### src/design/yfp_pkg.sv
// Types and constants of the YUV 4:2:0 frame PSNR block.
// No dependencies; imported by every module of the block.
package yfp_pkg;

    localparam int SAMPLE_W  = 8;
    localparam int PLANE_W   = 2;
    localparam int CFG_W     = 13;
    localparam int CFG_IDX_W = 2;
    localparam int PSNR_W    = 14;
    localparam int TOTAL_W   = 42;
    localparam int SUM_W     = 40;
    localparam int SQ_W      = 16;

    // log2 unit: input wide enough for 255^2 * N and for the total error
    localparam int LOG_IN_W = 43;
    localparam int LOG_FRAC = 24;
    localparam int EXP_W    = 6;
    localparam int LOG_W    = EXP_W + LOG_FRAC;
    localparam int MANT_W   = 32;
    localparam int K_W      = 32;

    localparam int QUEUE_DEPTH = 2;

    localparam logic [K_W-1:0] TEN_LOG10_2_Q30 = 32'd3232284966;
    localparam logic [15:0]    PEAK_SQ         = 16'd65025;
    localparam int             PSNR_CAP_DB     = 60;

    localparam logic [PLANE_W-1:0] PLANE_Y = 2'd0;
    localparam logic [PLANE_W-1:0] PLANE_U = 2'd1;
    localparam logic [PLANE_W-1:0] PLANE_V = 2'd2;

    localparam logic [CFG_IDX_W-1:0] CFG_LUMA_WIDTH    = 2'd0;
    localparam logic [CFG_IDX_W-1:0] CFG_LUMA_HEIGHT   = 2'd1;
    localparam logic [CFG_IDX_W-1:0] CFG_CHROMA_WIDTH  = 2'd2;
    localparam logic [CFG_IDX_W-1:0] CFG_CHROMA_HEIGHT = 2'd3;

    localparam int RES_IDX_W = 2;
    localparam int RES_COUNT = 4;
    localparam logic [RES_IDX_W-1:0] RES_Y = 2'd0;
    localparam logic [RES_IDX_W-1:0] RES_U = 2'd1;
    localparam logic [RES_IDX_W-1:0] RES_V = 2'd2;
    localparam logic [RES_IDX_W-1:0] RES_F = 2'd3;

    typedef struct packed {
        logic [SAMPLE_W-1:0] source_sample;
        logic [SAMPLE_W-1:0] recon_sample;
        logic [PLANE_W-1:0]  plane;
        logic                frame_end;
    } t_in_item;

    typedef struct packed {
        logic [PSNR_W-1:0]  y_psnr;
        logic [PSNR_W-1:0]  u_psnr;
        logic [PSNR_W-1:0]  v_psnr;
        logic [PSNR_W-1:0]  frame_psnr;
        logic [TOTAL_W-1:0] total_sq_error;
    } t_out_item;

    typedef struct packed {
        logic [CFG_W-1:0] luma_width;
        logic [CFG_W-1:0] luma_height;
        logic [CFG_W-1:0] chroma_width;
        logic [CFG_W-1:0] chroma_height;
    } t_cfg;

    // per-frame error sums handed from the front to the back
    typedef struct packed {
        logic [SUM_W-1:0] y_sse;
        logic [SUM_W-1:0] u_sse;
        logic [SUM_W-1:0] v_sse;
    } t_job;

    typedef struct packed {
        logic full;
        logic empty;
    } t_q_status;

    typedef struct packed {
        logic                start;
        logic [LOG_IN_W-1:0] x;
    } t_log_req;

    typedef struct packed {
        logic             done;
        logic [LOG_W-1:0] value;
    } t_log_rsp;

endpackage

### src/design/yfp_log2.sv
// Iterative log2 in Q.24: one-bit-a-cycle normalization, then one squaring
// per fraction bit. Depends on yfp_pkg.
module yfp_log2 (
    input  logic              i_clk,
    input  logic              i_rst_n,
    input  yfp_pkg::t_log_req i_req,
    output yfp_pkg::t_log_rsp o_rsp
);
    import yfp_pkg::*;

    localparam int CNT_W = $clog2(LOG_FRAC);

    typedef enum logic [2:0] {
        L_IDLE = 3'b001,
        L_NORM = 3'b010,
        L_FRAC = 3'b100
    } t_log_state;

    t_log_state          r_state;
    logic                r_done;
    logic [CNT_W-1:0]    r_cnt;
    logic [LOG_IN_W-1:0] r_x;
    logic [EXP_W-1:0]    r_exp;
    logic [MANT_W-1:0]   r_m;
    logic [LOG_FRAC-1:0] r_frac;
    logic [2*MANT_W-1:0] w_sq;

    assign w_sq        = r_m * r_m;
    assign o_rsp.done  = r_done;
    assign o_rsp.value = {r_exp, r_frac};

    always_ff @(posedge i_clk) begin
        if (!i_rst_n) begin
            r_state <= L_IDLE;
            r_done  <= 1'b0;
            r_cnt   <= '0;
        end else begin
            r_done <= 1'b0;
            case (r_state)
                L_IDLE: begin
                    if (i_req.start) r_state <= L_NORM;
                end
                L_NORM: begin
                    if (r_x[LOG_IN_W-1]) begin
                        r_cnt   <= CNT_W'(LOG_FRAC - 1);
                        r_state <= L_FRAC;
                    end
                end
                L_FRAC: begin
                    if (r_cnt == '0) begin
                        r_done  <= 1'b1;
                        r_state <= L_IDLE;
                    end else begin
                        r_cnt <= r_cnt - CNT_W'(1);
                    end
                end
                default: r_state <= L_IDLE;
            endcase
        end
    end

    always_ff @(posedge i_clk) begin
        case (r_state)
            L_IDLE: begin
                if (i_req.start) begin
                    r_x    <= i_req.x;
                    r_exp  <= EXP_W'(LOG_IN_W - 1);
                    r_frac <= '0;
                end
            end
            L_NORM: begin
                if (r_x[LOG_IN_W-1]) begin
                    // mantissa Q1.31, low bits truncated
                    r_m <= r_x[LOG_IN_W-1 -: MANT_W];
                end else begin
                    r_x   <= r_x << 1;
                    r_exp <= r_exp - EXP_W'(1);
                end
            end
            L_FRAC: begin
                r_frac <= {r_frac[LOG_FRAC-2:0], w_sq[2*MANT_W-1]};
                r_m    <= w_sq[2*MANT_W-1] ? w_sq[2*MANT_W-1 -: MANT_W]
                                           : w_sq[2*MANT_W-2 -: MANT_W];
            end
            default: ;
        endcase
    end

endmodule

### config.mk
export PLATFORM = sky130hd
export DESIGN_NAME = yfp_log2
export DESIGN_NICKNAME = d
export VERILOG_FILES = /design/src/design/yfp_pkg.sv /design/src/design/yfp_log2.sv
export SDC_FILE = /design/constraint.sdc
export NUM_CORES = 2
export LEC_CHECK = 0
export CORE_MARGIN = 4
export CORE_UTILIZATION = 60
export CTS_CLUSTER_DIAMETER = 100
export DETAILED_ROUTE_END_ITERATION = 16
export DONT_BUFFER_PORTS = 1
export PLACE_DENSITY = 0.76
export SYNTH_ARGS = -nofsm -noshare
export SYNTH_HDL_FRONTEND = slang
export SYNTH_SLANG_ARGS = --single-unit
### constraint.sdc
create_clock -name i_clk -period 15.32 [get_ports i_clk]
set_input_delay 4.596 -clock i_clk [delete_from_list [all_inputs] [get_ports i_clk]]
set_output_delay 4.596 -clock i_clk [all_outputs]
set_load 0.1 [all_outputs]
### After elaboration in Yosys (flattened, before gate mapping)

Cells that the tools add are included.

* logic and storage cells: 49
* input port bits: 46
* register bits: 114
* output and inout bits: 31

* eq/ne operators: 8
* multipliers: 1
* reduce and logical (&&, ||, !) cells: 11
* $add $sub $neg: 2
* multiplexer cells: 19

Operator list (count)
* $mux W43: 2
* $pmux W43 S2: 1
* $mul A32 B32 Y64: 1
* $mux W32: 2
* $pmux W32 S2: 1
* $pmux W24 S2: 1
* $mux W24: 1
* $mux W6: 2
* $pmux W6 S2: 1
* $mux W5: 2
* $ne A2 B2 Y1 const B: 5
* $pmux W5 S2: 1
* $mux W3: 3
* $pmux W3 S3: 1
* $reduce_and A3 Y1: 3
* $reduce_and A2 Y1: 4
* $reduce_bool A2 Y1: 3
* $sub A6 B1 Y6 const B: 1
* $logic_not A5 Y1: 1
* $sub A5 B1 Y5 const B: 1
* $eq A3 B1 Y1 const B: 1
* $eq A3 B2 Y1 const B: 1
* $eq A3 B3 Y1 const B: 1
* $mux W1: 1

### Depth between registers and ports, before layout

* depth after elaboration: 3
* gate-level depth with buffers: 30
* mapped depth without buffers: 26

### Worst setup path before layout

No wires, ideal clock.

* path kind: register to register
* start point: reg r_m[13]
* end point: reg r_m[26] (data pin)
* cell stages (with the launch flop): 24
* library setup time: 259 ps
* path buffers: 2
* data arrival time: 7426 ps
* data required time: 15061 ps
* clock period less this slack: 7685 ps
* slack: 7635 ps
* path through: edfxtp_1 -> clkbuf_1 -> clkbuf_1 -> nand2_1 -> fa_1 -> inv_1 -> fa_1 -> inv_1 -> fa_1 -> fa_1 -> inv_1 -> fa_1 -> fa_1 -> fa_1 -> fa_1 -> ha_1 -> nand4_1 -> or4_1 -> o221ai_2 -> o21ai_1 -> o21ai_2 -> mux2_1 -> and4_1 -> a211o_1

* cells in the longest elaborated chain, start to end: 3

RTL lines
* start: declaration: RTL line yfp_log2.sv:24 `logic [MANT_W-1:0] r_m;`
* start signal: assignment: RTL line yfp_log2.sv:74 `r_m <= r_x[LOG_IN_W-1 -: MANT_W];`
* start signal: assignment: RTL line yfp_log2.sv:82 `r_m <= w_sq[2*MANT_W-1] ? w_sq[2*MANT_W-1 -: MANT_W]`
* $mul A32 B32 Y64: RTL line yfp_log2.sv:28 `assign w_sq = r_m * r_m;`
* $mux W32: RTL line yfp_log2.sv:82
* $pmux W32 S2: RTL line yfp_log2.sv:63 `case (r_state)`

Every way passes these cells.
A chain may end at the register's enable or synchronous reset.

### Worst setup path after layout

* start point: reg r_m[13]
* end point: reg r_m[16] (data pin)

Same word-level chain as after synthesis.

==> results.cfg <==
[status]
status = completed

[sta]
fmaxAchievable_mhz = 109
tightest_slew_ns = 1.23
report.final.slew_viol_count = 0
relSlewSlack = 0.177
finalSetupTns_ns = 0
finalCritPeriodShare = 0.599
finalHoldViolCount = 0
min_period_ns = 9.18
skew_ns = 0.00866
setup_violations = 0
rsz0062_at_grt = false
fin_hold_ws_ns = 0.550
final.setup.worst_slack_ns = 6.14

[global_routing]
grt_max_degree = 49
grt_pass1_wl_um = 138000
antenna_found_initial = 2
grt_pass1_vias = 26416
track_usage = 0.288
grt.overflow.total = 0

[synthesis]
synth_cell_types = 72
synth_top_area_frac = 0.460
synth_cells = 3610
synth_area_per_cell_um2 = 9.54
synth.cell_area_mm2 = 0.0344
synthFlopType = edfxtp_1
synth_seq_cells = 114
synth_top_area_cell = fa_1
synthTopCellsByArea = fa_1 46%, ha_1 11%, inv_1 11%
async_flop_share = 0
yosys_warnings = 0
synth-edff-count = 105
synth_nets = 4750
ys_seq_area_frac = 0.0968

[hold_path]
hold_depth = 2
whs_endpoint = r_x[9]$_DFFE_PP_
hold_start = r_x[8]$_DFFE_PP_
holdCritPathClass = flop to flop

[clock_tree]
clkLatencyLatePin_ns = 0.42
clkTransAtPathRegs_ns = 0.06
htree_levels = 4
cts_max_path_buffers = 2
postCtsSetupRepairBufs = 0
numCtsBuffers = 17
cts_resized = 0
hold_buffers = 0
cts_tree = yes
cts_sinks = 114
cts_root_buf = clkbuf_16

[floorplanning]
row_count = 87
die_w_um = 248
coreArea_mm2 = 0.0566
initial_core_util = 0.608
io_pins = 77
die_h_um = 248
die_area_mm2 = 0.0613

[placed_design]
port_buffers = 0
pre_cts_ws_ns = 6.39
dpl.hpwl_um = 66100
gp_congestion = 0.938

[drt]
vias = 23693
wl_per_cell_um = 19.2
first_iter_violations = 1817
antenna_left = 0
via_per_inst = 5.53
finalWirelength_um = 82500
first_pass_iters = 6
route.detailed.drc = 0

[power_and_ir_drop]
seqPwrFrac = 0.082
power_w = 0.00502
peakVddDrop_mv = 0.350
switching_share = 0.566
p_int_w = 0.00218
p_leak_nw = 18.9
clockPowerShare = 0.079
combPwrFrac = 0.839
netSwitchingPower_w = 0.00284
power_density_mw_per_mm2 = 141

[layout]
drive_gt1_frac = 0.0317
nets = 4659
n_antenna_cell = 0
synthToLayoutAreaGrowth_pct = 3.59
n_fill_cell = 4676

[worst_setup_path]
r2r_slack_ns = 6.14
end_kind = flop
worst-setup-path-type = flop to flop
critPathArrivalTime_ns = 9.36
worst_setup_path_start_kind = flop
slowest_delay_ns = 1.05
worstPathBufferInverterCount = 6
path_common_cell = fa_1
worstRegToRegCells = 26
worstPathRequired_ns = 15.50
reg2reg_from = r_m[13]$_DFFE_PP_
crit_fanout = 32
cp_slowest_cell = edfxtp_1
crit_family = adder cells
rr_endpoint = r_m[16]$_DFFE_PP_

[run]
drv_cap = 0
-- tightest hold or removal path, stage by stage (launching register included) --
cell	delay (ns)
edfxtp_1	0.32
nand3b_1	0.07
nand2_1	0.06
-- power groups by stage --
stage,clock [W],sequential [W],combinational (W)
6_report,0.000397,0.000410,0.00421
3_3_place_gp,0,0.000416,0.00408
4_1_cts,0.000398,0.000410,0.00416
3_5_place_dp,0,0.000416,0.00411
5_1_grt,0.000414,0.000411,0.00464
2_1_floorplan,0,0.000408,0.00302
-- cells in the final DEF (no fill, tap or decap), drive strengths merged, types with 18 or more instances in the layout --
cell type / instances
a21o: 39
o21ai: 51
a21oi: 73
inv: 992
and2: 238
nand2: 414
and3: 37
xor2: 41
a31oi: 18
nand4: 21
nand3b: 43
edfxtp: 105
fa: 791
buf: 37
ha: 303
xnor2: 34
nand3: 26
nor2: 65
-- per-layer routing --
layer,vias to the layer above,GRT usage,share of wire
li1,10628,-,-
met1,12017,0.379,0.39
met2,860,0.494,0.50
met3,188,0.0474,0.073
met4,0,0.0874,0.035
met5,-,0,0
-- state kept, by name, indices dropped and copies added, names as in the netlist --
signal   count
r_done       1
r_m         32
r_exp        6
r_frac      24
r_x         43
r_cnt        5
r_state      3
-- final cells by class --
class	instances	area, µm²	area share
clock buffers	17	425	0.0119
clock inverters	15	160	0.00449
inverters	981	3680	0.103
multi-input cells	2368	26800	0.753
flip-flops and latches	114	3330	0.0935
well taps	756	946	0.0265
repair buffers	37	278	0.00779
-- through the flow --
stage,instance area [µm²],util,std cells
floorplan,34400,-,3610
global placement,35100,0.620,4256
detailed placement,35100,0.620,4256
CTS,35700,0.630,4288
global route,35700,0.630,4288
finish,35700,0.630,4288
-- worst max-delay path by stage --
stage	startpoint	to	slack (ns)	depth (start not counted)
floorplan	r_m[13]$_DFFE_PP_	r_m[26]$_DFFE_PP_	7.63	23
global placement	r_m[13]$_DFFE_PP_	r_m[16]$_DFFE_PP_	6.41	26
detailed placement	r_m[13]$_DFFE_PP_	r_m[16]$_DFFE_PP_	6.39	26
CTS	r_m[13]$_DFFE_PP_	r_m[16]$_DFFE_PP_	6.34	26
global route	r_m[13]$_DFFE_PP_	r_m[16]$_DFFE_PP_	5.92	26
finish	r_m[13]$_DFFE_PP_	r_m[16]$_DFFE_PP_	6.14	26
-- cells in the mapped netlist, drive strengths merged (8+ instances only) --
cell	number
xor2	41
xnor2	34
or2	9
buf	14
a21oi	73
nand2	414
nand2b	11
fa	791
o211ai	12
edfxtp	105
nor3	12
a21o	39
nand3b	43
nand4	21
dfxtp	9
inv	981
nand3	26
and2	238
a31o	12
and3	37
o21bai	9
o21ai	51
nor2	65
o21a	8
ha	303
a31oi	18
clkbuf	133
-- kinds of logic (layout without fill, tap and decap cells) --
kind of cell / Yosys count / count (layout) / synth area share
AO/OA/AOI/OAI: 277 / 277 / 0.0543
adder cells (fa/ha/maj): 1094 / 1094 / 0.570
AND/OR/NAND/NOR: 910 / 910 / 0.132
XOR/XNOR: 75 / 75 / 0.0191
buffers and inverters: 1128 / 1050 / 0.124
flip-flops: 114 / 114 / 0.0968
multiplexers: 12 / 12 / 0.00367
No activity file was read; power rests on OpenSTA's default activity.
