File: src/design/yfp_pkg.sv
// Types and constants of the YUV 4:2:0 frame PSNR block.
// No dependencies; imported by every module of the block.
package yfp_pkg;

    localparam int SAMPLE_W  = 8;
    localparam int PLANE_W   = 2;
    localparam int CFG_W     = 13;
    localparam int CFG_IDX_W = 2;
    localparam int PSNR_W    = 14;
    localparam int TOTAL_W   = 42;
    localparam int SUM_W     = 40;
    localparam int SQ_W      = 16;

    // log2 unit: input wide enough for 255^2 * N and for the total error
    localparam int LOG_IN_W = 43;
    localparam int LOG_FRAC = 24;
    localparam int EXP_W    = 6;
    localparam int LOG_W    = EXP_W + LOG_FRAC;
    localparam int MANT_W   = 32;
    localparam int K_W      = 32;

    localparam int QUEUE_DEPTH = 2;

    localparam logic [K_W-1:0] TEN_LOG10_2_Q30 = 32'd3232284966;
    localparam logic [15:0]    PEAK_SQ         = 16'd65025;
    localparam int             PSNR_CAP_DB     = 60;

    localparam logic [PLANE_W-1:0] PLANE_Y = 2'd0;
    localparam logic [PLANE_W-1:0] PLANE_U = 2'd1;
    localparam logic [PLANE_W-1:0] PLANE_V = 2'd2;

    localparam logic [CFG_IDX_W-1:0] CFG_LUMA_WIDTH    = 2'd0;
    localparam logic [CFG_IDX_W-1:0] CFG_LUMA_HEIGHT   = 2'd1;
    localparam logic [CFG_IDX_W-1:0] CFG_CHROMA_WIDTH  = 2'd2;
    localparam logic [CFG_IDX_W-1:0] CFG_CHROMA_HEIGHT = 2'd3;

    localparam int RES_IDX_W = 2;
    localparam int RES_COUNT = 4;
    localparam logic [RES_IDX_W-1:0] RES_Y = 2'd0;
    localparam logic [RES_IDX_W-1:0] RES_U = 2'd1;
    localparam logic [RES_IDX_W-1:0] RES_V = 2'd2;
    localparam logic [RES_IDX_W-1:0] RES_F = 2'd3;

    typedef struct packed {
        logic [SAMPLE_W-1:0] source_sample;
        logic [SAMPLE_W-1:0] recon_sample;
        logic [PLANE_W-1:0]  plane;
        logic                frame_end;
    } t_in_item;

    typedef struct packed {
        logic [PSNR_W-1:0]  y_psnr;
        logic [PSNR_W-1:0]  u_psnr;
        logic [PSNR_W-1:0]  v_psnr;
        logic [PSNR_W-1:0]  frame_psnr;
        logic [TOTAL_W-1:0] total_sq_error;
    } t_out_item;

    typedef struct packed {
        logic [CFG_W-1:0] luma_width;
        logic [CFG_W-1:0] luma_height;
        logic [CFG_W-1:0] chroma_width;
        logic [CFG_W-1:0] chroma_height;
    } t_cfg;

    // per-frame error sums handed from the front to the back
    typedef struct packed {
        logic [SUM_W-1:0] y_sse;
        logic [SUM_W-1:0] u_sse;
        logic [SUM_W-1:0] v_sse;
    } t_job;

    typedef struct packed {
        logic full;
        logic empty;
    } t_q_status;

    typedef struct packed {
        logic                start;
        logic [LOG_IN_W-1:0] x;
    } t_log_req;

    typedef struct packed {
        logic             done;
        logic [LOG_W-1:0] value;
    } t_log_rsp;

endpackage

File: src/design/yfp_queue.sv
// Short job queue between the accumulating front and the PSNR back end.
// Depends on yfp_pkg.
module yfp_queue (
    input  logic               i_clk,
    input  logic               i_rst_n,
    input  logic               i_push,
    input  yfp_pkg::t_job      i_job,
    input  logic               i_pop,
    output yfp_pkg::t_job      o_job,
    output yfp_pkg::t_q_status o_status
);
    import yfp_pkg::*;

    localparam int PTR_W = (QUEUE_DEPTH > 1) ? $clog2(QUEUE_DEPTH) : 1;
    localparam int CNT_W = $clog2(QUEUE_DEPTH + 1);

    t_job             r_mem [QUEUE_DEPTH];
    logic [PTR_W-1:0] r_wr_ptr, r_rd_ptr;
    logic [CNT_W-1:0] r_count;

    function automatic logic [PTR_W-1:0] ptr_inc(input logic [PTR_W-1:0] p);
        return (p == PTR_W'(QUEUE_DEPTH - 1)) ? '0 : p + PTR_W'(1);
    endfunction

    assign o_job          = r_mem[r_rd_ptr];
    assign o_status.full  = (r_count == CNT_W'(QUEUE_DEPTH));
    assign o_status.empty = (r_count == '0);

    always_ff @(posedge i_clk) begin
        if (!i_rst_n) begin
            r_wr_ptr <= '0;
            r_rd_ptr <= '0;
            r_count  <= '0;
        end else begin
            if (i_push) r_wr_ptr <= ptr_inc(r_wr_ptr);
            if (i_pop)  r_rd_ptr <= ptr_inc(r_rd_ptr);
            if (i_push && !i_pop)      r_count <= r_count + CNT_W'(1);
            else if (i_pop && !i_push) r_count <= r_count - CNT_W'(1);
        end
    end

    always_ff @(posedge i_clk) begin
        if (i_push) r_mem[r_wr_ptr] <= i_job;
    end

endmodule

File: config.mk
export PLATFORM = sky130hd
export DESIGN_NAME = yfp_queue
export DESIGN_NICKNAME = d
export VERILOG_FILES = /design/src/design/yfp_pkg.sv /design/src/design/yfp_queue.sv
export SDC_FILE = /design/constraint.sdc
export NUM_CORES = 1
export LEC_CHECK = 0
export ABC_CLOCK_PERIOD_IN_PS = 6800
export BUFFER_PORTS_ARGS = -buffer_cell sky130_fd_sc_hd__buf_4
export CAP_MARGIN = 10
export CORE_MARGIN = 2
export CORE_UTILIZATION = 52
export DETAILED_ROUTE_END_ITERATION = 7
export GPL_TIMING_DRIVEN = 0
export PLACE_DENSITY = 0.79
export SYNTH_ARGS = -nofsm -noshare
export SYNTH_HDL_FRONTEND = slang
export SYNTH_SLANG_ARGS = --single-unit
File: constraint.sdc
create_clock -name i_clk -period 6.8 [get_ports i_clk]
set_input_delay 0.34 -clock i_clk [delete_from_list [all_inputs] [get_ports i_clk]]
set_output_delay 0.34 -clock i_clk [all_outputs]
set_load 0.01 [all_outputs]
# --- Yosys cells after proc, flatten, opt, wreduce, memory -nomap -nowiden ---
# Memories as Yosys holds them, arrays and structs flattened. A register that Yosys moved wholly into a read port is not among the register bits.
# Cells that the tools add are included.
word_totals:
  register_bits: 4
  out_inout_bits: 122
  memories: 1
  input_bits: 124
  ramBits: 240
  word_cells: 23
classes:
  eq_ne: 1
  add_sub_neg: 4
  n_reduce_logical: 6
  n_mux: 8
memory_table:
  columns: ["name", "words", "width", "rd", "rd_ports_with_merged_regs", "write_ports", "line_no", "rtl"]
  rows:
  - ["r_mem", 2, 120, 1, 1, 1, "yfp_queue.sv:17", "t_job r_mem [QUEUE_DEPTH];"]
op_table:
  columns: ["cell", "count"]
  rows:
  - ["two-way mux 1 bit", 6]
  - ["two-way mux 2 bit", 2]
  - ["adder 1 bit, second input constant", 2]
  - ["adder 2 x 1 -> 2 bit, second input constant", 1]
  - ["equality test 2 bit, second input constant", 1]
  - ["logical AND 1 bit", 2]
  - ["logical NOT 1 bit", 2]
  - ["logical NOT 2 bit", 1]
  - ["nonzero test 2 bit", 1]
  - ["subtractor 2 x 1 -> 2 bit, second input constant", 1]

# --- Longest topological paths before layout ---
# Gate-level depths: netlist of the first run.
depth:
  ltp_word: 4
  ltp_mapped: 5
  ltp_nobuf: 5

# --- Worst setup path before layout of the first run ---
# OpenSTA, ideal clock, no wires.
synth_path:
  path_kind: "register to register"
  startpoint: "register r_wr_ptr"
  endpoint: "memory r_mem[0][0] (netlist name) (enable)"
  setup_slack_ns: 0.568
  arrival_time_ns: 5.617
  path_buffers: 0
  required_time_ns: 6.185
  period_less_slack_ns: 6.232
  setup_ns: 0.615
  stages_incl_launch_ff: 2
  cell_sequence: "dfxtp_1 -> nor2b_1"
synth_rtl:
  columns: ["item", "line_no", "rtl"]
  rows:
  - ["start, declared", "yfp_queue.sv:18", "logic [PTR_W-1:0] r_wr_ptr, r_rd_ptr;"]
  - ["start signal, assigned", "yfp_queue.sv:35", "if (i_push) r_wr_ptr <= ptr_inc(r_wr_ptr);"]
  - ["end, declared", "yfp_queue.sv:17", null]
# Straight into the memory's write port.

==> results of run 1 <==
==> cell families (layout without fill, tap and decap cells) <==
logic type / after synthesis / in the layout / share of synthesized area (%)
AND/OR/NAND/NOR: 9 / 9 / 0.632
XOR/XNOR: 3 / 3 / 0.295
AO/OA/AOI/OAI: 3 / 3 / 0.225
flip-flops: 245 / 245 / 82.0
multiplexers: 120 / 120 / 15.2
buffers and inverters: 14 / 308 / 1.54
adder cells (fa/ha/maj): 1 / 1 / 0.140
==> worst max-delay path by stage <==
stage                     cells past startpoint                   from                     end
after floorplan                               1  r_wr_ptr$_SDFFE_PN0P_   r_mem[0][0]$_DFFE_PP_
after global placement                        2                 i_push  r_mem[0][32]$_DFFE_PP_
after detailed placement                      4                 i_push  r_mem[0][35]$_DFFE_PP_
after CTS                                     4                   flop               o_job[87]
after global routing                          4                   flop               o_job[87]
final                                         4                   flop               o_job[87]
==> cell type report <==
type	instances	share of cell area (%)
Inverter	1	0.0316
Sequential cell	245	61.5
Buffer	13	1.13
Tap cell	220	2.32
Multi-Input combinational cell	136	12.4
Clock buffer	34	5.72
Timing Repair Buffer	251	16.5
Clock inverter	9	0.389
==> Yosys cell counts (all sizes together) <==
library cell	count
nor2b	2
edfxtp	240
ha	1
o21a	1
dfxtp	5
o21ai	1
a21boi	1
mux2	120
xor2	2
buf	13
inv	1
xnor2	1
and2	4
nor2	1
and2b	1
or3	1
==> sequential cells by signal (all words and copies together), names as in the netlist, named ones only <==
signal    cells
r_count       2
r_mem       240
r_rd_ptr      1
r_wr_ptr      1
==> layer usage <==
layer	wire (um)	share of wire, %	GRT usage (%)
met4	423	2.5	5.91
met3	1550	9.0	6.08
met5	0	0	0
met2	8670	50	31.1
met1	6550	38	23.2
==> where the power goes <==
part           switching (mW)  internal, mW
Clock                   0.512         0.695
Combinational           0.188         0.234
Sequential             0.0191          1.75
==> through the flow <==
| step | instance area [um2] | cells | setup TNS (ns) |
|---|---|---|---|
| finish | 11900 | 909 | 0 |
| global route | 11900 | 909 | 0 |
| CTS | 11900 | 908 | 0 |
| detailed placement | 11200 | 865 | 0 |
| global placement | 11000 | 860 | -256.21 |
| floorplan | 8910 | 395 | 0 |
==> worst max-delay path, cell delays in order (launching register included) <==
cell and delay (ns):
dfxtp_1 0.35, buf_6 0.22, buf_6 0.18, mux2_2 0.35
buf_4 0.15
==> cell usage in the layout (no fill, tap or decap), types with 2 or more instances in the layout <==
cell type	Yosys	routed
buf_16	0	2
edfxtp_1	240	240
clkbuf_8	0	2
and2_1	4	3
mux2_2	120	120
xor2_1	2	2
buf_12	0	3
clkbuf_16	0	25
clkbuf_1	0	7
buf_4	0	245
dfxtp_1	5	5
buf_6	11	11
buf_2	2	2
clkinv_2	0	7
==> results_dict.tcl, run 1 <==
set metrics [dict create \
    dr.pass1.iters 4 \
    initial_core_util_pct 53.5 \
    insertion_delay_ns 0.50 \
    slew_viol_final 0 \
    netlist.area_leader.share_pct 80.9 \
    grt_usage_pct 18.6 \
    finalHoldViolCount 0 \
    dpl.hpwl_mm 11.5 \
    ys_types 17 \
    synth_top_area_cell "edfxtp_1" \
    vias 4576 \
    die_height_um 135 \
    rsz0062_at_grt "false" \
    ff2ff_path_depth 2 \
    setup-violations-final 0 \
    period_share_pct 30.9 \
    synth_seq_cells 245 \
    powerDensity_mw_per_mm2 285 \
    tightestPinTransition_ns 0.851 \
    nNetsFinal 797 \
    antenna_found_initial 0 \
    place_ws_ns 4.84 \
    max_slew_margin_pct 43.2 \
    antenna_left 0 \
    vias_per_cell 5.03 \
    diodes 0 \
    worstPathArrival_ns 1.76 \
    core-area_mm2 0.0166 \
    holdPathEnd "r_mem[0][0]$_DFFE_PP_" \
    skew_ns 0.0131 \
    io_pins 246 \
    grt_pass1_vias 4940 \
    worst_slack_ns 4.70 \
    ctsResizeCount 0 \
    drc 0 \
    startpoint_type "flop" \
    crit_fanout 10 \
    leakagePower_nw 4.48 \
    layout-drive-gt1-share_pct 61.1 \
    crit_path_end_kind "primary output" \
    place.gp.congestion 0.729 \
    utilization_pct 71.4 \
    fmax_mhz 475 \
    holdPathStages 1 \
    seq_area_mm2 0.00731 \
    hold_path_class "in -> reg" \
    cts_made_buffers 24 \
    worstPathRequired_ns 6.46 \
    holdWs_ns 0.0222 \
    globalRouteOverflowTotal 0 \
    reg2reg_slack_ns 4.93 \
    avgSynthCellArea_um2 22.6 \
    ys_warn_count 0 \
    synth_area_mm2 0.00891 \
    vdd_drop_max_v 0.000232 \
    cts_tree "yes" \
    drt-total-wl_mm 17.2 \
    min_from "i_job[0]" \
    clockBufferDepth 3 \
    status "finished, final reports clean" \
    die_area_mm2 0.0182 \
    grt_pass1_wl_mm 26.1 \
    power.total_mw 3.39 \
    netlist_instances 395 \
    die_w_um 135 \
    min_period_ns 2.10 \
    synth_nets 520 \
    critPathKind "reg -> out" \
    clkTransAtPathRegs_ns 0.06 \
    cts_hold_buf 0 \
    r2r-start "r_wr_ptr$_SDFFE_PN0P_" \
    grt_max_degree 64 \
    drt_iter0_drc 270 \
    syn_to_final_growth_pct 33.4 \
    r2r-end "r_mem[1][79]$_DFFE_PP_" \
    multi_input_area_mm2 0.00148 \
    cts_max_level 1 \
    cts_sinks 245 \
    port_buffers 245 \
    post_cts_buffers 0 \
    fillers 1038 \
    synth_area_leaders "edfxtp_1, mux2_2, buf_6" \
    rows 47 \
    cts_root_buf "clkbuf_16" \
    seq_area_frac_synth_pct 82.0 \
    maxCapViolations 0 \
    avgRoutedWirePerCell_um 18.9 \
]
No activity file was read; power rests on OpenSTA's default activity.
==> run 2: changes to the inputs <==
--- a/config.mk
+++ b/config.mk
@@ -5,14 +5,14 @@
 export SDC_FILE = /design/constraint.sdc
 export NUM_CORES = 1
 export LEC_CHECK = 0
-export ABC_CLOCK_PERIOD_IN_PS = 6800
+export ABC_CLOCK_PERIOD_IN_PS = 1900
 export BUFFER_PORTS_ARGS = -buffer_cell sky130_fd_sc_hd__buf_4
 export CAP_MARGIN = 10
 export CORE_MARGIN = 2
-export CORE_UTILIZATION = 52
+export CORE_UTILIZATION = 47
 export DETAILED_ROUTE_END_ITERATION = 7
 export GPL_TIMING_DRIVEN = 0
-export PLACE_DENSITY = 0.79
+export PLACE_DENSITY = 0.76
 export SYNTH_ARGS = -nofsm -noshare
 export SYNTH_HDL_FRONTEND = slang
 export SYNTH_SLANG_ARGS = --single-unit
==> constraint.sdc (replaced) <==
create_clock -name i_clk -period 1.9 [get_ports i_clk]
set_input_delay 0.095 -clock i_clk [delete_from_list [all_inputs] [get_ports i_clk]]
set_output_delay 0.095 -clock i_clk [all_outputs]
set_load 0.01 [all_outputs]
==> results_dict.tcl, run 2 (same netlist as run 1, synthesis figures left out) <==
set metrics [dict create \
    core-area_mm2 0.0186 \
    dpl.hpwl_mm 11.4 \
    slew_viol_final 0 \
    die_w_um 142 \
    antenna_found_initial 0 \
    grt_max_degree 66 \
    reg_top3 "r_mem (240), r_count (2)" \
    holdPathStages 2 \
    vdd_drop_max_v 0.000822 \
    drc 0 \
    top_register "r_mem" \
    max_slew_margin_pct 40.5 \
    worstPathArrival_ns 1.69 \
    avgRoutedWirePerCell_um 18.4 \
    critPathKind "reg -> out" \
    diodes 0 \
    place.gp.congestion 0.710 \
    dr.pass1.iters 6 \
    vias_per_cell 4.88 \
    cts_tree "yes" \
    rsz0062_at_grt "false" \
    seq_area_mm2 0.00731 \
    clockBufferDepth 3 \
    port_buffers 245 \
    leakagePower_nw 5.00 \
    clkTransAtPathRegs_ns 0.06 \
    final_common_cell "buf_4" \
    place_ws_ns -0.103 \
    fillers 1139 \
    multi_input_area_mm2 0.00149 \
    grt_pass1_vias 5629 \
    antenna_left 0 \
    min_period_ns 1.78 \
    holdPathEnd "r_mem[1][35]$_DFFE_PP_" \
    fmax_mhz 561 \
    powerDensity_mw_per_mm2 951 \
    worstPathRequired_ns 1.80 \
    place_inst 878 \
    holdWs_ns 0.316 \
    die_height_um 142 \
    cts_made_buffers 25 \
    crit_fanout 10 \
    r2r-start "r_wr_ptr$_SDFFE_PN0P_" \
    worst_slack_ns 0.118 \
    syn_to_final_growth_pct 47.7 \
    mostFrequentLayoutCells "buf_4, edfxtp_1, dlygate4sd3_1, mux2_2, clkbuf_16" \
    status "finished, final reports clean" \
    setup-violations-final 0 \
    post_cts_buffers 0 \
    cts_max_level 1 \
    finalHoldViolCount 0 \
    ff2ff_path_depth 3 \
    min_from "i_job[35]" \
    hold_path_class "in -> reg" \
    initial_core_util_pct 47.8 \
    layout-drive-gt1-share_pct 52.1 \
    utilization_pct 70.6 \
    skew_ns 0.0108 \
    r2r-end "r_mem[0][94]$_DFFE_PP_" \
    reg2reg_slack_ns 0.22 \
    io_pins 246 \
    crit_path_end_kind "primary output" \
    largest_reg_flops 240 \
    setup-tns-final_ns 0 \
    grt_pass1_wl_mm 28.9 \
    period_share_pct 93.8 \
    globalRouteOverflowTotal 0 \
    cts_sinks 245 \
    insertion_delay_ns 0.50 \
    startpoint_type "flop" \
    rows 50 \
    maxCapViolations 0 \
    drt-total-wl_mm 19.3 \
    stdcell_count 1048 \
    tightestPinTransition_ns 0.889 \
    die_area_mm2 0.0201 \
    nNetsFinal 922 \
    drt_iter0_drc 182 \
    cts_root_buf "clkbuf_16" \
    vias 5112 \
    grt_usage_pct 18.5 \
]
run 2: what timing repair did:
item	4_1_cts	5_1_grt
cloned	1	1
hold buffers	124	0
hold endpoints to repair	245	0
endpoints found under the setup margin	27	156
gates resized for setup	1	3
run 2: final cells by class:
type	instances	area share, %
buffer	13	1.08
clock buffer	33	5.06
clock inverter	11	0.618
inverter	1	0.0285
multi-input combinational	138	11.3
sequential	245	55.6
tap	234	2.22
timing repair buffer	373	24.1
run 2: where the power goes:
group          switching [mW]  internal (mW)  total (mW)
Sequential             0.0731           6.25        6.32
Clock                    1.87           2.59        4.46
Combinational           0.732           1.00        1.73
Total                    2.68           9.84        12.5
run 2: worst max path at each step:
stage                           from                endpoint  cells past startpoint
2_1_floorplan  r_wr_ptr$_SDFFE_PN0P_   r_mem[0][0]$_DFFE_PP_                      1
3_3_place_gp   r_wr_ptr$_SDFFE_PN0P_  r_mem[0][35]$_DFFE_PP_                      1
3_5_place_dp   r_wr_ptr$_SDFFE_PN0P_  r_mem[0][35]$_DFFE_PP_                      3
4_1_cts        r_wr_ptr$_SDFFE_PN0P_  r_mem[1][35]$_DFFE_PP_                      2
5_1_grt                         flop               o_job[97]                      4
6_report                        flop               o_job[97]                      4
run 2: per-layer routing:
layer | part of all wire, % | GRT usage (%)
met1 | 37 | 20.0
met2 | 53 | 34.6
met5 | 0 | 0
met3 | 7.5 | 5.37
met4 | 2.6 | 6.26
run 2: critical path: stages, from the launching register on:
cell,delay (ns)
dfxtp_2,0.35
buf_12,0.16
buf_6,0.17
mux2_2,0.35
buf_4,0.15
run 2: metrics by stage:
step / area [um2] / power (mW)
4_1_cts: 13100 / 12.6
2_1_floorplan: 8920 / 7.13
5_1_grt: 13200 / 13.0
3_5_place_dp: 11100 / 7.94
6_report: 13200 / 12.5
3_3_place_gp: 11100 / 7.87
