==> src/design/yfp_pkg.sv <==
// Types and constants of the YUV 4:2:0 frame PSNR block.
// No dependencies; imported by every module of the block.
package yfp_pkg;

    localparam int SAMPLE_W  = 8;
    localparam int PLANE_W   = 2;
    localparam int CFG_W     = 13;
    localparam int CFG_IDX_W = 2;
    localparam int PSNR_W    = 14;
    localparam int TOTAL_W   = 42;
    localparam int SUM_W     = 40;
    localparam int SQ_W      = 16;

    // log2 unit: input wide enough for 255^2 * N and for the total error
    localparam int LOG_IN_W = 43;
    localparam int LOG_FRAC = 24;
    localparam int EXP_W    = 6;
    localparam int LOG_W    = EXP_W + LOG_FRAC;
    localparam int MANT_W   = 32;
    localparam int K_W      = 32;

    localparam int QUEUE_DEPTH = 2;

    localparam logic [K_W-1:0] TEN_LOG10_2_Q30 = 32'd3232284966;
    localparam logic [15:0]    PEAK_SQ         = 16'd65025;
    localparam int             PSNR_CAP_DB     = 60;

    localparam logic [PLANE_W-1:0] PLANE_Y = 2'd0;
    localparam logic [PLANE_W-1:0] PLANE_U = 2'd1;
    localparam logic [PLANE_W-1:0] PLANE_V = 2'd2;

    localparam logic [CFG_IDX_W-1:0] CFG_LUMA_WIDTH    = 2'd0;
    localparam logic [CFG_IDX_W-1:0] CFG_LUMA_HEIGHT   = 2'd1;
    localparam logic [CFG_IDX_W-1:0] CFG_CHROMA_WIDTH  = 2'd2;
    localparam logic [CFG_IDX_W-1:0] CFG_CHROMA_HEIGHT = 2'd3;

    localparam int RES_IDX_W = 2;
    localparam int RES_COUNT = 4;
    localparam logic [RES_IDX_W-1:0] RES_Y = 2'd0;
    localparam logic [RES_IDX_W-1:0] RES_U = 2'd1;
    localparam logic [RES_IDX_W-1:0] RES_V = 2'd2;
    localparam logic [RES_IDX_W-1:0] RES_F = 2'd3;

    typedef struct packed {
        logic [SAMPLE_W-1:0] source_sample;
        logic [SAMPLE_W-1:0] recon_sample;
        logic [PLANE_W-1:0]  plane;
        logic                frame_end;
    } t_in_item;

    typedef struct packed {
        logic [PSNR_W-1:0]  y_psnr;
        logic [PSNR_W-1:0]  u_psnr;
        logic [PSNR_W-1:0]  v_psnr;
        logic [PSNR_W-1:0]  frame_psnr;
        logic [TOTAL_W-1:0] total_sq_error;
    } t_out_item;

    typedef struct packed {
        logic [CFG_W-1:0] luma_width;
        logic [CFG_W-1:0] luma_height;
        logic [CFG_W-1:0] chroma_width;
        logic [CFG_W-1:0] chroma_height;
    } t_cfg;

    // per-frame error sums handed from the front to the back
    typedef struct packed {
        logic [SUM_W-1:0] y_sse;
        logic [SUM_W-1:0] u_sse;
        logic [SUM_W-1:0] v_sse;
    } t_job;

    typedef struct packed {
        logic full;
        logic empty;
    } t_q_status;

    typedef struct packed {
        logic                start;
        logic [LOG_IN_W-1:0] x;
    } t_log_req;

    typedef struct packed {
        logic             done;
        logic [LOG_W-1:0] value;
    } t_log_rsp;

endpackage

==> src/design/yfp_front.sv <==
// Front end: takes sample pairs, accumulates saturating squared error per plane,
// and pushes one job per frame into the queue. Depends on yfp_pkg.
module yfp_front (
    input  logic               i_clk,
    input  logic               i_rst_n,
    input  logic               i_in_valid,
    output logic               o_in_stall,
    input  yfp_pkg::t_in_item  i_in_data,
    input  yfp_pkg::t_q_status i_q_status,
    output logic               o_push,
    output yfp_pkg::t_job      o_job
);
    import yfp_pkg::*;

    logic [SUM_W-1:0]    r_y_sum, r_u_sum, r_v_sum;
    logic [SUM_W-1:0]    n_y_sum, n_u_sum, n_v_sum;
    logic [SAMPLE_W-1:0] w_diff;
    logic [SQ_W-1:0]     w_sq;
    logic                w_accept;

    function automatic logic [SUM_W-1:0] sat_add(input logic [SUM_W-1:0] s,
                                                input logic [SQ_W-1:0] a);
        logic [SUM_W:0] t;
        t = {1'b0, s} + (SUM_W + 1)'(a);
        return t[SUM_W] ? {SUM_W{1'b1}} : t[SUM_W-1:0];
    endfunction

    assign o_in_stall = i_q_status.full;
    assign w_accept   = i_in_valid && !i_q_status.full;

    always_comb begin
        w_diff = (i_in_data.source_sample >= i_in_data.recon_sample)
               ? i_in_data.source_sample - i_in_data.recon_sample
               : i_in_data.recon_sample - i_in_data.source_sample;
        w_sq = {8'd0, w_diff} * {8'd0, w_diff};

        n_y_sum = r_y_sum;
        n_u_sum = r_u_sum;
        n_v_sum = r_v_sum;
        if (w_accept) begin
            case (i_in_data.plane)
                PLANE_Y: n_y_sum = sat_add(r_y_sum, w_sq);
                PLANE_U: n_u_sum = sat_add(r_u_sum, w_sq);
                PLANE_V: n_v_sum = sat_add(r_v_sum, w_sq);
                default: ;  // unused tag: sample dropped
            endcase
        end
    end

    // the frame-end sample is already in the job
    assign o_push      = w_accept && i_in_data.frame_end;
    assign o_job.y_sse = n_y_sum;
    assign o_job.u_sse = n_u_sum;
    assign o_job.v_sse = n_v_sum;

    always_ff @(posedge i_clk) begin
        if (!i_rst_n || o_push) begin
            r_y_sum <= '0;
            r_u_sum <= '0;
            r_v_sum <= '0;
        end else begin
            r_y_sum <= n_y_sum;
            r_u_sum <= n_u_sum;
            r_v_sum <= n_v_sum;
        end
    end

endmodule

==> config.mk <==
export PLATFORM = sky130hd
export DESIGN_NAME = yfp_front
export DESIGN_NICKNAME = d
export VERILOG_FILES = /design/src/design/yfp_pkg.sv /design/src/design/yfp_front.sv
export SDC_FILE = /design/constraint.sdc
export NUM_CORES = 1
export LEC_CHECK = 0
export BUFFER_PORTS_ARGS = -buffer_cell sky130_fd_sc_hd__buf_4
export CORE_MARGIN = 4
export CORE_UTILIZATION = 60
export DETAILED_ROUTE_END_ITERATION = 6
export HOLD_SLACK_MARGIN = 0.05
export MAX_ROUTING_LAYER = met4
export PLACE_DENSITY = 0.82
export SYNTH_ARGS = -nofsm -noshare
export SYNTH_HDL_FRONTEND = slang
export SYNTH_SLANG_ARGS = --single-unit
==> constraint.sdc <==
create_clock -name i_clk -period 17.49 [get_ports i_clk]
set_input_delay 3.498 -clock i_clk [delete_from_list [all_inputs] [get_ports i_clk]]
set_output_delay 3.498 -clock i_clk [all_outputs]
set_load 0.03 [all_outputs]
# Yosys cells after proc, flatten, opt, wreduce, memory -nomap -nowiden
# Cells that the tools add are included.
# word_totals
reg_bits,120
latch_bits,0
ram_bits,0
mem_bits_ro,0
inputBits,24
output_inout_bits,122
elab_cells,28
mem_count,0
# op_classes
n_addsub,5
multipliers,1
div,0
order_cmp,1
eq_ne,2
shift,0
n_mux,10
bitwise_logic,0
reduce_logical,6
# op_table
op,n
40-bit 2-to-1 mux,9
40-bit by 16-bit adder with 41-bit output,3
8-bit by 8-bit multiplier with 16-bit output,1
8-bit subtractor,2
8-bit >= comparator,1
8-bit 2-to-1 mux,1
"2-bit by 1-bit == test with 1-bit output, second input constant",1
"2-bit == test, second input constant",1
1-bit logical AND,2
1-bit logical NOT,2
2-bit logical NOT,1
1-bit logical OR,1

# Longest topological paths before layout
# Gate-level depths: netlist of the first run.
# logic_depth
depth_word,7
depth_mapped,37
mapped_depth_nobuf,35

# Least setup slack after synthesis of the first run
# No wires, ideal clock.
# synth_timing
path_type,input to output
from,input i_in_data[5] (netlist bit)
to,output o_job[17] (netlist bit)
arrival_time_ns,11.236
t_required_ns,13.992
path_slack_ns,2.756
cell_stages,29
path_buffers,2
cell_sequence,inv_1 -> ha_1 -> buf_2 -> a21oi_1 -> o2111a_2 -> o31ai_4 -> mux2i_1 -> xor2_2 -> or2_1 -> inv_2 -> fa_1 -> fa_1 -> inv_1 -> fa_1 -> fa_1 -> inv_1 -> ha_1 -> a21o_1 -> a31o_2 -> a2111o_1 -> a21oi_1 -> xnor2_1 -> ha_1 -> buf_2 -> and4_1 -> nand4_1 -> a21oi_1 -> nor2_1 -> nor3_1
# synth_rtl
item,line_no,text
start: declaration,yfp_front.sv:8,"input yfp_pkg::t_in_item i_in_data,"
end: declaration,yfp_front.sv:11,output yfp_pkg::t_job o_job

==> results of run 1 <==
-- routing by layer --
metal | vias up | routed length (µm) | track usage
met1 | 4909 | 12800 | 0.367
met2 | 389 | 13800 | 0.464
li1 | 5174 | - | -
met5 | - | 0 | -
met3 | 37 | 2030 | 0.0502
met4 | 0 | 441 | 0.0738
-- flip-flops by register name, summed over array words and instances, names as in the netlist --
signal / flops
r_v_sum: 40
r_u_sum: 40
r_y_sum: 40
-- synth_stat cells, types with 5 or more instances --
library cell	n	share of area
sky130_fd_sc_hd__a211oi_2	7	0.0079
sky130_fd_sc_hd__a31oi_1	27	0.015
sky130_fd_sc_hd__mux2_2	10	0.010
sky130_fd_sc_hd__nand2b_1	8	0.0045
sky130_fd_sc_hd__o21ai_0	38	0.017
sky130_fd_sc_hd__o21a_1	11	0.0075
sky130_fd_sc_hd__or3_1	10	0.0057
sky130_fd_sc_hd__a21oi_1	143	0.065
sky130_fd_sc_hd__and3_1	23	0.013
sky130_fd_sc_hd__dfxtp_1	120	0.22
sky130_fd_sc_hd__clkbuf_1	43	0.015
sky130_fd_sc_hd__o21bai_1	6	0.0041
sky130_fd_sc_hd__and4_1	10	0.0079
sky130_fd_sc_hd__and2_1	48	0.027
sky130_fd_sc_hd__o22a_1	9	0.0071
sky130_fd_sc_hd__mux2i_1	6	0.0054
sky130_fd_sc_hd__xor2_1	55	0.044
sky130_fd_sc_hd__a21o_1	27	0.018
sky130_fd_sc_hd__nand2_1	116	0.039
sky130_fd_sc_hd__nand3_1	38	0.017
sky130_fd_sc_hd__o211ai_1	15	0.010
sky130_fd_sc_hd__ha_1	99	0.11
sky130_fd_sc_hd__a31oi_4	7	0.013
sky130_fd_sc_hd__nor2_1	121	0.041
sky130_fd_sc_hd__fa_1	26	0.047
sky130_fd_sc_hd__buf_2	15	0.0068
sky130_fd_sc_hd__nand4_1	22	0.012
sky130_fd_sc_hd__a211oi_1	30	0.020
sky130_fd_sc_hd__o2111ai_1	5	0.0040
sky130_fd_sc_hd__inv_1	82	0.028
sky130_fd_sc_hd__o21ai_1	9	0.0041
sky130_fd_sc_hd__nor3_1	16	0.0072
sky130_fd_sc_hd__nor2b_1	6	0.0034
sky130_fd_sc_hd__xnor2_1	44	0.035
-- placed cells by master, fill, tap and decap left out, types with 26 or more instances in the layout --
cell / count
sky130_fd_sc_hd__buf_4: 152
sky130_fd_sc_hd__nand2_1: 115
sky130_fd_sc_hd__nor2_1: 121
sky130_fd_sc_hd__nand3_1: 38
sky130_fd_sc_hd__and2_1: 48
sky130_fd_sc_hd__a211oi_1: 30
sky130_fd_sc_hd__ha_1: 99
sky130_fd_sc_hd__xnor2_1: 44
sky130_fd_sc_hd__a21oi_1: 143
sky130_fd_sc_hd__inv_1: 82
sky130_fd_sc_hd__fa_1: 26
sky130_fd_sc_hd__a31oi_1: 27
sky130_fd_sc_hd__dfxtp_1: 120
sky130_fd_sc_hd__a21o_1: 27
sky130_fd_sc_hd__xor2_1: 55
sky130_fd_sc_hd__o21ai_0: 38
-- worst min path at each step --
stage | startpoint | endpoint | slack (ns) | cells after the start
after floorplan | r_y_sum[39] | r_y_sum[39] | 0.47 | 1
after CTS | r_y_sum[39] | r_y_sum[39] | 0.53 | 1
after global routing | r_y_sum[39] | r_y_sum[39] | 0.55 | 1
after global placement | r_y_sum[39] | r_y_sum[39] | 0.49 | 1
after detailed placement | r_u_sum[17] | r_u_sum[17] | 0.52 | 1
final | r_u_sum[17] | r_u_sum[17] | 0.54 | 1
-- area by class of cell --
| type | instances | area share |
|---|---|---|
| clock buffer | 17 | 0.0331 |
| clock inverter | 15 | 0.0132 |
| inverter | 87 | 0.0256 |
| multi-input combinational | 1103 | 0.630 |
| sequential | 120 | 0.187 |
| tap | 229 | 0.0223 |
| timing repair buffer | 152 | 0.0889 |
-- through the flow --
stage	hold WS, ns	utilization	cell area [µm²]
floorplan	0.469	-	11100
detailed placement	0.524	0.679	12200
global route	0.550	0.712	12800
global placement	0.493	0.679	12200
finish	0.537	0.712	12800
CTS	0.530	0.712	12800
-- cells by family after synthesis --
family / after synthesis / synth area share
buf+inv: 148 / 0.0535
flops: 120 / 0.217
fa+ha+maj: 125 / 0.159
mux: 21 / 0.0210
compound gates: 394 / 0.249
simple gates: 459 / 0.213
xor+xnor: 104 / 0.0867
==> run summary, run 1 <==
* final hold vios: 0
* global-route wire length before repair: 47,100 µm
* share of final-layout standard cells stronger than drive strength 1: 0.176
* Highest Clock Rate: 0.0618 GHz
* post-CTS repair timing setup buffer count: 0
* part of the Yosys area used for sequential elements: 0.217
* row cnt: 49
* vias in the first global route: 9,731
* deepest clock path buffer count: 2
* H-tree level count: 4
* Slew Limit Fails: 0
* CTS buffer count: 17
* P&R area growth vs syn: 16.0%
* count of filler cells inserted in the layout: 1,502
* crit path setup slack, layout: 1.31 ns
* Syn Inst Count: 1,371
* outcome: finished with violations
* Min Clock Period, post-route: 16.18 ns
* count of antenna-violating nets left after detailed routing: 0
* DR WL/cell: 16.9 µm
* last element of the critical path: o_job[81]
* number of enable flip-flop cells after synthesis: 0
* clock tree sinks: 120
* required time worst endpoint: 13.99 ns
* vias after detailed routing: 10.5k
* failing checks: design-rule violations
* kind of critical path: in2out
* cells on worst reg2reg path: 9
* Worst Setup SP: i_in_data[5]
* number of standard cells in the final layout excluding fillers: 1,723
* Async SR Flop Fraction: 0
* placer's final routability congestion estimate: 0.958
* setup slack of the most critical reg-to-reg path: 14.11 ns
* capturing point of the worst reg2reg path: r_y_sum[1]
* total length of routed wires: 29,100 µm
* standard cell with the maximum stage delay on the critical path: sky130_fd_sc_hd__nand2b_1
* Die W: 144 µm
* worst-path fanout max: 16
* Post-layout nets: 1,630
* latest clock arrival within the worst-skew pair: 0.43 ns
* total stage count of the critical path: 29
* pin count of the biggest net entering global routing: 76
* Chip Height: 144 µm
* maxcap violations: 0
* number of cells after detailed placement: 1,691
* post-synth design cell area: 11,100 µm²
* Starting Density: 0.614
* root buf cell: sky130_fd_sc_hd__clkbuf_16
* Top-Level Pins: 146
* Avg Synthesized Cell Area: 8.07 µm²
* cell with the most instances on the worst path: sky130_fd_sc_hd__ha_1
* First DRT Iteration DRCs: 700
* area of the multi-input gates: 8080 µm²
* count of final setup violators: 0
* via density per instance: 6.10
* area of the core: 18,000 µm²
* count of yosys warnings during synthesis: 0
* Clock Skews: 0.00904 ns
* Worst Tran Pin Value: 1.22 ns
* arrival time of data at the critical path endpoint: 12.68 ns
* Bufs and invs on worst path: 5
* clock input transition at the sequential cells of the worst setup and hold paths: 0.06 ns
* worst flop-to-flop path startpoint: r_y_sum[0]
* post-cts resize count: 0
* predominant post-synthesis flop cell: sky130_fd_sc_hd__dfxtp_1
* worst hold-check path type: reg2reg
* final period utilization: 0.925
* endpoint class of the critical path: primary output
* Die ar.: 20,700 µm²
* RSZ-0062 raised after global routing: false
* register area: 2400 µm²
* Pre-Repair DR Iteration Count: 7
* Synthesized Nets: 1,520
* Relative slew margins: 0.183
* remaining global-route overflow: 0
* clock tree from TritonCTS: yes
* antenna violations before repair: 0
* CTS hold repair buffers: 0
* Unique masters post-synth: 107
* top cell family by delay on the critical path: adder cells
* GRT Resource Usage Total: 0.285
* Ant. Diodes: 0
* Crit path largest cell delay: 0.85 ns
* critical path startpoint category: input pin
* Port Buffer Count: 144
* register bit total from synthesis: 120
* DP Worst Slack: 1.30 ns
* total DRC errors in the routed layout: 1
* total half-perimeter wirelength after legalization and detailed placement: 21,700 µm
* setup tns final: 0 ns
Power of run 1 is not shown: default switching activity piles up to over one toggle a cycle in this logic, so the estimate is an artifact.
==> run 2, diff against run 1 <==
CORE_UTILIZATION = 61   (was 60)
CTS_BUF_LIST = sky130_fd_sc_hd__clkbuf_8   (was default)
GPL_ROUTABILITY_DRIVEN = 0   (was default)
PLACE_DENSITY = 0.84   (was 0.82)
==> run summary, run 2 (synthesis results as in run 1) <==
* total DRC errors in the routed layout: 0
* vias after detailed routing: 10.7k
* maxcap violations: 0
* Chip Height: 143 µm
* post-cts resize count: 0
* Die ar.: 20,400 µm²
* Highest Clock Rate: 0.0617 GHz
* latest clock arrival within the worst-skew pair: 0.45 ns
* Relative slew margins: 0.206
* most common cell after layout, fill and taps aside: sky130_fd_sc_hd__buf_4
* global-route wire length before repair: 47,000 µm
* startpoint of the tightest hold check path: r_y_sum[39]
* final period utilization: 0.927
* worst-path fanout max: 17
* capturing point of the worst reg2reg path: r_v_sum[38]
* share of final-layout standard cells stronger than drive strength 1: 0.178
* worst flop-to-flop path startpoint: r_v_sum[0]
* DP Worst Slack: 1.41 ns
* arrival time of data at the critical path endpoint: 12.72 ns
* post-CTS repair timing setup buffer count: 0
* Post-layout nets: 1,632
* RSZ-0062 raised after global routing: false
* register area: 2400 µm²
* Worst Tran Pin Value: 1.18 ns
* outcome: completed
* cells on worst reg2reg path: 9
* Starting Density: 0.631
* Slew Limit Fails: 0
* endpoint class of the critical path: primary output
* number of cells after detailed placement: 1,689
* critical path startpoint category: input pin
* Min Clock Period, post-route: 16.22 ns
* area of the multi-input gates: 8080 µm²
* setup slack of the most critical reg-to-reg path: 14.32 ns
* Cells on Worst Hold Path: 1
* count of filler cells inserted in the layout: 1,409
* P&R area growth vs syn: 14.4%
* CTS buffer count: 17
* top cell family by delay on the critical path: adder cells
* total half-perimeter wirelength after legalization and detailed placement: 21,600 µm
* vias in the first global route: 10.1k
* clock input transition at the sequential cells of the worst setup and hold paths: 0.08 ns
* setup tns final: 0 ns
* clock tree sinks: 120
* met2 track demand over resource: 0.473
* root buf cell: sky130_fd_sc_hd__clkbuf_8
* remaining global-route overflow: 0
* Top-Level Pins: 146
* kind of critical path: in2out
* Ant. Diodes: 0
* CTS hold repair buffers: 0
* standard cell with the maximum stage delay on the critical path: sky130_fd_sc_hd__mux2i_1
* pin count of the biggest net entering global routing: 76
* WHS Endpoint: r_y_sum[39]
* antenna violations before repair: 0
* worst hold-check path type: reg2reg
* Clock Skews: 0.0131 ns
* number of standard cells in the final layout excluding fillers: 1,721
* First DRT Iteration DRCs: 666
* row cnt: 48
* total length of routed wires: 29,000 µm
* Pre-Repair DR Iteration Count: 7
* GR Util met1: 0.355
* clock tree from TritonCTS: yes
* count of final setup violators: 0
* count of antenna-violating nets left after detailed routing: 0
* top flop regs: r_u_sum x40, r_v_sum x40, r_y_sum x40
* required time worst endpoint: 13.99 ns
* met3 Track Usage GR: 0.0489
* via density per instance: 6.20
* deepest clock path buffer count: 2
* Die W: 143 µm
* Crit path largest cell delay: 0.83 ns
* most congested layer reported by global routing: met2
* Port Buffer Count: 144
* H-tree level count: 4
* GRT Resource Usage Total: 0.289
* Bufs and invs on worst path: 5
* cell with the most instances on the worst path: sky130_fd_sc_hd__fa_1
* crit path setup slack, layout: 1.27 ns
* DR WL/cell: 16.9 µm
* area of the core: 17,500 µm²
* final hold vios: 0
* most frequent cells in the layout: sky130_fd_sc_hd__buf_4, sky130_fd_sc_hd__a21oi_1, sky130_fd_sc_hd__nor2_1, sky130_fd_sc_hd__dfxtp_1, sky130_fd_sc_hd__nand2_1
-- run 2: cell count changes in the layout (fill, tap and decap cells not counted), sizes merged --
cell,before,now
clkbuf,17,19
inv,91,88
clkinv,6,7
buf,152,154
-- run 2: per-layer routing --
metal	vias to the layer above	wire, µm
met5	-	0
met4	0	877
met3	89	2330
met2	496	13700
met1	4929	12100
li1	5162	-
-- run 2: worst max path at each step --
stage / cells past startpoint / startpoint / slack, ns / end
3_3_place_gp: 27 / i_in_data[5] / 1.58 / o_job[4]
2_1_floorplan: 29 / i_in_data[5] / 2.76 / o_job[17]
6_report: 29 / i_in_data[5] / 1.27 / o_job[75]
4_1_cts: 29 / i_in_data[5] / 1.39 / o_job[75]
5_1_grt: 29 / i_in_data[5] / 0.72 / o_job[75]
3_5_place_dp: 29 / i_in_data[5] / 1.41 / o_job[75]
-- run 2: final cells by class --
type                       instances  share of cell area
clock buffer                      19              0.0207
clock inverter                    13              0.0115
inverter                          87              0.0260
multi-input combinational       1103               0.639
sequential                       120               0.190
tap                              225              0.0222
timing repair buffer             154              0.0913
-- run 2: stage by stage --
step            util  hold WS, ns  instance area [µm²]
5_1_grt        0.722        0.553                12700
3_5_place_dp   0.699        0.513                12300
4_1_cts        0.722        0.528                12700
6_report       0.722        0.535                12700
3_3_place_gp   0.699        0.488                12300
2_1_floorplan      -        0.469                11100
Power of run 2 is left out for the same reason.
